===== src/hdl/tvs_pkg.sv =====
package tvs_pkg;

    localparam int STACK_ENTRIES_DEF = 64;
    localparam int SPARE_ENTRIES_DEF = 5;
    localparam int FRAME_WINDOW_DEF  = 20;

    // cells per registered link of the read collection chain
    localparam int CELLS_PER_HOP = 8;

    localparam int KIND_W  = 2;
    localparam int TAG_W   = 3;
    localparam int VALUE_W = 64;
    localparam int INDEX_W = 8;
    localparam int COUNT_W = 6;
    localparam int FAULT_W = 2;

    localparam logic [KIND_W-1:0] KIND_PUSH    = 2'd0;
    localparam logic [KIND_W-1:0] KIND_SET_TOP = 2'd1;
    localparam logic [KIND_W-1:0] KIND_READ    = 2'd2;
    localparam logic [KIND_W-1:0] KIND_NONE    = 2'd3;

    localparam logic [TAG_W-1:0] TAG_NIL   = 3'd0;
    localparam logic [TAG_W-1:0] TAG_INT   = 3'd2;
    localparam logic [TAG_W-1:0] TAG_FLT   = 3'd3;
    localparam logic [TAG_W-1:0] TAG_LAST  = 3'd5;

    localparam logic [FAULT_W-1:0] FLT_OK       = 2'd0;
    localparam logic [FAULT_W-1:0] FLT_OVERFLOW = 2'd1;
    localparam logic [FAULT_W-1:0] FLT_BOUNDS   = 2'd2;

    typedef struct packed {
        logic [TAG_W-1:0]   tag;
        logic [VALUE_W-1:0] value;
    } entry_t;

    typedef struct packed {
        logic   wr_en;
        logic   fill_en;
        entry_t wr_data;
    } cell_cmd_t;

endpackage


===== src/hdl/tvs_cell.sv =====
module tvs_cell #(
    parameter int AW       = 6,
    parameter int MY_POS   = 0,
    parameter bit LINK_REG = 1'b0
) (
    input  logic               clk,
    input  logic               rst_n,
    input  tvs_pkg::cell_cmd_t cmd,
    input  logic [AW-1:0]      wr_pos,
    input  logic [AW-1:0]      fill_lo,
    input  logic [AW-1:0]      fill_hi,
    input  logic [AW-1:0]      rd_pos,
    input  tvs_pkg::entry_t    bus_in,
    output tvs_pkg::entry_t    bus_out
);
    import tvs_pkg::*;

    localparam logic [AW-1:0] POS = AW'(MY_POS);

    entry_t entry_reg;
    entry_t entry_next;
    entry_t hit_data;
    entry_t bus_next;

    always_comb
    begin
        entry_next = entry_reg;
        priority if (cmd.wr_en && (wr_pos == POS))
        begin
            entry_next = cmd.wr_data;
        end
        else if (cmd.fill_en && (POS >= fill_lo) && (POS <= fill_hi))
        begin
            entry_next = '0;
        end
    end

    always_ff @(posedge clk or negedge rst_n)
    begin
        if (!rst_n)
        begin
            entry_reg <= '0;
        end
        else
        begin
            entry_reg <= entry_next;
        end
    end

    // read word rides the chain; only the addressed cell adds its entry
    assign hit_data = (rd_pos == POS) ? entry_reg : '0;
    assign bus_next = entry_t'(bus_in | hit_data);

    generate
        if (LINK_REG)
        begin : g_link
            entry_t bus_reg;
            always_ff @(posedge clk)
            begin
                bus_reg <= bus_next;
            end
            assign bus_out = bus_reg;
        end
        else
        begin : g_pass
            assign bus_out = bus_next;
        end
    endgenerate

    a_cmd_excl: assert property (@(posedge clk) disable iff (!rst_n)
        !(cmd.wr_en && cmd.fill_en))
        else $error("cell got write and fill together");

endmodule


===== config.mk =====
export PLATFORM = sky130hd
export DESIGN_NAME = tvs_cell
export DESIGN_NICKNAME = d
export VERILOG_FILES = /design/src/hdl/tvs_pkg.sv /design/src/hdl/tvs_cell.sv
export SDC_FILE = /design/constraint.sdc
export NUM_CORES = 1
export LEC_CHECK = 0
export BUFFER_PORTS_ARGS = -buffer_cell sky130_fd_sc_hd__buf_2
export CAP_MARGIN = 30
export CORE_ASPECT_RATIO = 0.7
export CORE_MARGIN = 2
export CORE_UTILIZATION = 35
export CTS_BUF_LIST = sky130_fd_sc_hd__clkbuf_16
export DETAILED_ROUTE_END_ITERATION = 10
export PLACE_DENSITY = 0.68
export SYNTH_ARGS = -nofsm -noshare
export SYNTH_HDL_FRONTEND = slang
export SYNTH_SLANG_ARGS = --single-unit

===== constraint.sdc =====
create_clock -name clk -period 1.8 [get_ports clk]
set_input_delay 0.09 -clock clk [delete_from_list [all_inputs] [get_ports clk]]
set_output_delay 0.09 -clock clk [all_outputs]
set_load 0.005 [all_outputs]

== Word-level counts from Yosys, hierarchy flattened ==
Index checks and enable logic that the tools add are counted.

* $add $sub $neg: 0
* $mul: 0
* Divide/modulo/power cells: 0
* Order comparisons: 2
* Equality and inequality tests: 0
* Shift operators: 0
* Multiplexer cells: 3
* Bitwise gates (word level): 1
* Reductions and logical operators: 6

{| class="wikitable"
|+ Operator list
! operator !! number
|-
| 67-bit two-way mux || 3
|-
| 67-bit bitwise OR || 1
|-
| 6-bit logical NOT || 2
|-
| 1-bit by 6-bit >= comparator with 1-bit output, first input constant || 1
|-
| 1-bit by 6-bit <= comparator with 1-bit output, first input constant || 1
|-
| 1-bit logical AND || 3
|-
| 2-bit nonzero test || 1
|}

* Bits in registers: 67
* Latch bits: 0
* RAM bits: 0
* ROM bits: 0
* Bits of input ports: 162
* Output and inout port bits: 67
* Word-level logic and storage cells: 14
* Memories: 0

== Logic depth before layout (Yosys ltp) ==
* Word-level depth: 5
* Gate-level depth with buffers: 5

== Least setup slack after synthesis ==
Ideal clock, no wire load.

* Path kind: input-to-output
* Start point: input rd_pos[5]
* End point: output bus_out[36] (netlist name)
* Arrival time: 1.227 ns
* Required time: 1.710 ns
* Slack: 0.483 ns
* Stages: 5
* Cells stage by stage: or4_1 nor3_2 buf_4 buf_6 a21o_1

{| class="wikitable"
|+ RTL lines
! item !! line !! source
|-
| from (decl) || tvs_cell.sv:12 || <nowiki>input logic [AW-1:0] rd_pos,</nowiki>
|-
| to (decl) || tvs_cell.sv:14 || <nowiki>output tvs_pkg::entry_t bus_out</nowiki>
|}

==> flow_metrics.py <==
metrics = {
    "status": {
        "outcome": "complete, no violations",
    },
    "setup_path": {
        "regToRegSetupSlack_ns": 1.08,
        "crit_fanout": 41,
        "regToRegEndpoint": "entry_reg[13]",
        "r2r_cells": 2,
        "worst_path_largest_cell_delay_ns": 0.56,
        "arrival_ns": 1.52,
        "cp_cell_sequence": "buf_2 -> or4_1 -> nor3_4 -> buf_12 -> a21o_1 -> buf_2",
        "worstPathRequired_ns": 1.71,
        "crit_type": "input port to output port",
        "critical_path.slowest_cell": "or4_1",
        "r2r-start": "entry_reg[13]",
        "critPathMostFrequentCell": "buf_2",
        "startpoint": "rd_pos[5]",
        "worstSetupEndpointType": "output port",
        "start_kind": "input port",
    },
    "cts": {
        "cts_buffer_depth": 2,
        "clk_latency_ns": 0.32,
        "cts_max_level": 3,
        "clk_pin_slew_ns": 0.05,
        "cts_buffers": 9,
        "root_buffer": "clkbuf_16",
        "cts_sinks": 67,
        "cts_tree": "built",
    },
    "sta": {
        "slew_viol_final": 0,
        "timing.final.setup_violations": 0,
        "fin_skew_ns": 0,
        "rsz0062_at_grt": "no",
        "slew_headroom_pct": 59.19,
        "finalCriticalPeriod_ns": 1.608,
        "hold_viol": 0,
        "setup-tns-final_ns": 0,
        "max_freq_ghz": 0.6219,
        "period_share_pct": 89.33,
        "worst_pin_slew_ns": 0.6122,
    },
    "detailed_routing": {
        "finalWirelength_mm": 10.40,
        "first_pass_iters": 4,
        "drc": 0,
        "num_vias": 3635,
        "ant_nets": 0,
        "drt_iter0_drc": 167,
        "avgRoutedWirePerCell_um": 13.35,
        "vias_per_cell": 4.666,
    },
    "floorplan": {
        "ios": 229,
        "die_w_um": 125.8,
        "die_area_um2": 11230,
        "die_y_um": 89.25,
        "rows": 31,
        "core_area_um2": 10240,
        "start_util_pct": 35.48,
    },
    "worst_hold_path": {
        "min_path_type": "input port to register",
        "min_to": "entry_reg[13]",
        "hold_start": "cmd[13]",
        "whs_path_depth": 3,
    },
    "synthesis": {
        "synthArstFlopShare_pct": 100.0,
        "synth-edff-count": 0,
        "yosys.area.top_type": "dfrtp_1",
        "synth.cell_area_um2": 3633,
        "synth_cells": 370,
        "yosys_warnings": 0,
        "avgSynthCellArea_um2": 9.820,
        "seq_area_frac_synth_pct": 46.14,
        "synth-seq-cells": 67,
        "dominantRegCellSynth": "dfrtp_1",
        "yosysUniqueCellTypes": 16,
        "ys_top_cells_by_area": "dfrtp_1 (46%), mux2i_1 (18%), a21o_1 (14%)",
        "synth_commonest_cells": "a21o_1 (67), dfrtp_1 (67), inv_1 (67), mux2i_1 (67), o21ai_0 (67)",
        "synth_top_area_share_pct": 46.14,
        "syn_nets": 532,
    },
    "grt": {
        "grt_overflow": 0,
        "antenna_found_initial": 0,
        "grtUsageTotal_pct": 18.21,
        "grt_max_degree": 68,
        "grt_pass1_wl_mm": 16.43,
        "grt_pass1_vias": 3568,
    },
    "placed_design": {
        "hpwl_mm": 6.634,
        "place_inst": 702,
        "gp_congestion": 0.7398,
        "numPortBuffers": 222,
    },
    "pwr": {
        "fin_total_pwr_w": 0.004517,
        "cellPowerDensity_nw_per_um2": 776.3,
        "power_leakage_nw": 3.841,
        "ir_drop_v": 0.0004411,
    },
    "layout": {
        "largest_reg_flops": 67,
        "fin_cells": 779,
        "syn_to_final_growth_pct": 60.12,
        "antenna_cells": 0,
        "drive_gt1_share_pct": 38.33,
        "nets": 804,
    },
    "job": {
        "drv_cap": 0,
    },
}
-- cell usage in the layout, fill, tap and decap left out, drive strengths merged, types with 2 or more instances in the layout --
cell / synthesis / routed
a21o: 67 / 67
buf: 12 / 228
bufinv: 0 / 3
clkbuf: 16 / 9
clkinv: 0 / 3
dfrtp: 67 / 67
dlygate4sd3: 0 / 61
inv: 67 / 67
mux2i: 67 / 67
nor3: 2 / 2
o21ai: 67 / 67
-- per-layer routing --
metal	vias to the layer above	wire, µm	track usage [%]
met2	126	5376	33.76
met3	14	609	4.488
met1	1714	4269	21.39
li1	1781	-	-
met4	0	143	5.395
met5	-	0	0
-- layout make-up --
type	instances	area (µm²)
clock buffer	9	225.2
clock inverter	7	116.4
fill	903	4422
inverter	67	251.5
multi-input combinational	208	1579
sequential	67	1677
tap	132	165.2
timing repair buffer	289	1804
-- critical path: cells and delay by family --
family | cells | cell delay (ns)
AND/OR/NAND/NOR | 2 | 0.81
buffers and inverters | 3 | 0.44
AO/OA/AOI/OAI | 1 | 0.15
-- how the worst max path moves through the flow --
stage,end,slack (ns),cells after the start
floorplan,bus_out[36],0.48,5
global placement,bus_out[32],0.20,6
detailed placement,bus_out[32],0.18,6
CTS,bus_out[32],0.18,6
global route,bus_out[36],0.13,6
finish,bus_out[57],0.19,6
-- timing repair --
| item | 4_1_cts | 5_1_grt |
|---|---|---|
| hold endpoints to repair | 127 | 0 |
| buffers inserted | 0 | 0 |
| hold buffers | 61 | 0 |
| resized for setup | 0 | 0 |
-- power breakdown --
part | internal (W) | switching (W) | total, W
clock | 0.00135 | 0.000634 | 0.00198
sequential | 0.00170 | 0.000109 | 0.00181
combinational | 0.000425 | 0.000300 | 0.000724
-- kinds of logic (layout without fill, tap and decap cells) --
| logic type | after synthesis | count (layout) | synth area share, % |
|---|---|---|---|
| simple gates | 7 | 7 | 1.515 |
| buf+inv | 95 | 372 | 10.81 |
| compound gates | 134 | 134 | 23.07 |
| flops | 67 | 67 | 46.14 |
| mux | 67 | 67 | 18.46 |
-- stage by stage --
stage	setup WS, ns	hold WS [ns]	utilization [%]	area (µm²)
2_1_floorplan	0.4827	-0.2056	-	3633
5_1_grt	0.1274	0.001720	56.82	5818
6_report	0.1921	0.01785	56.82	5818
3_5_place_dp	0.1841	0.1618	47.52	4866
4_1_cts	0.1809	0.002164	56.82	5818
3_3_place_gp	0.1980	0.1548	47.52	4866
Power figures use the tool's default switching activity.
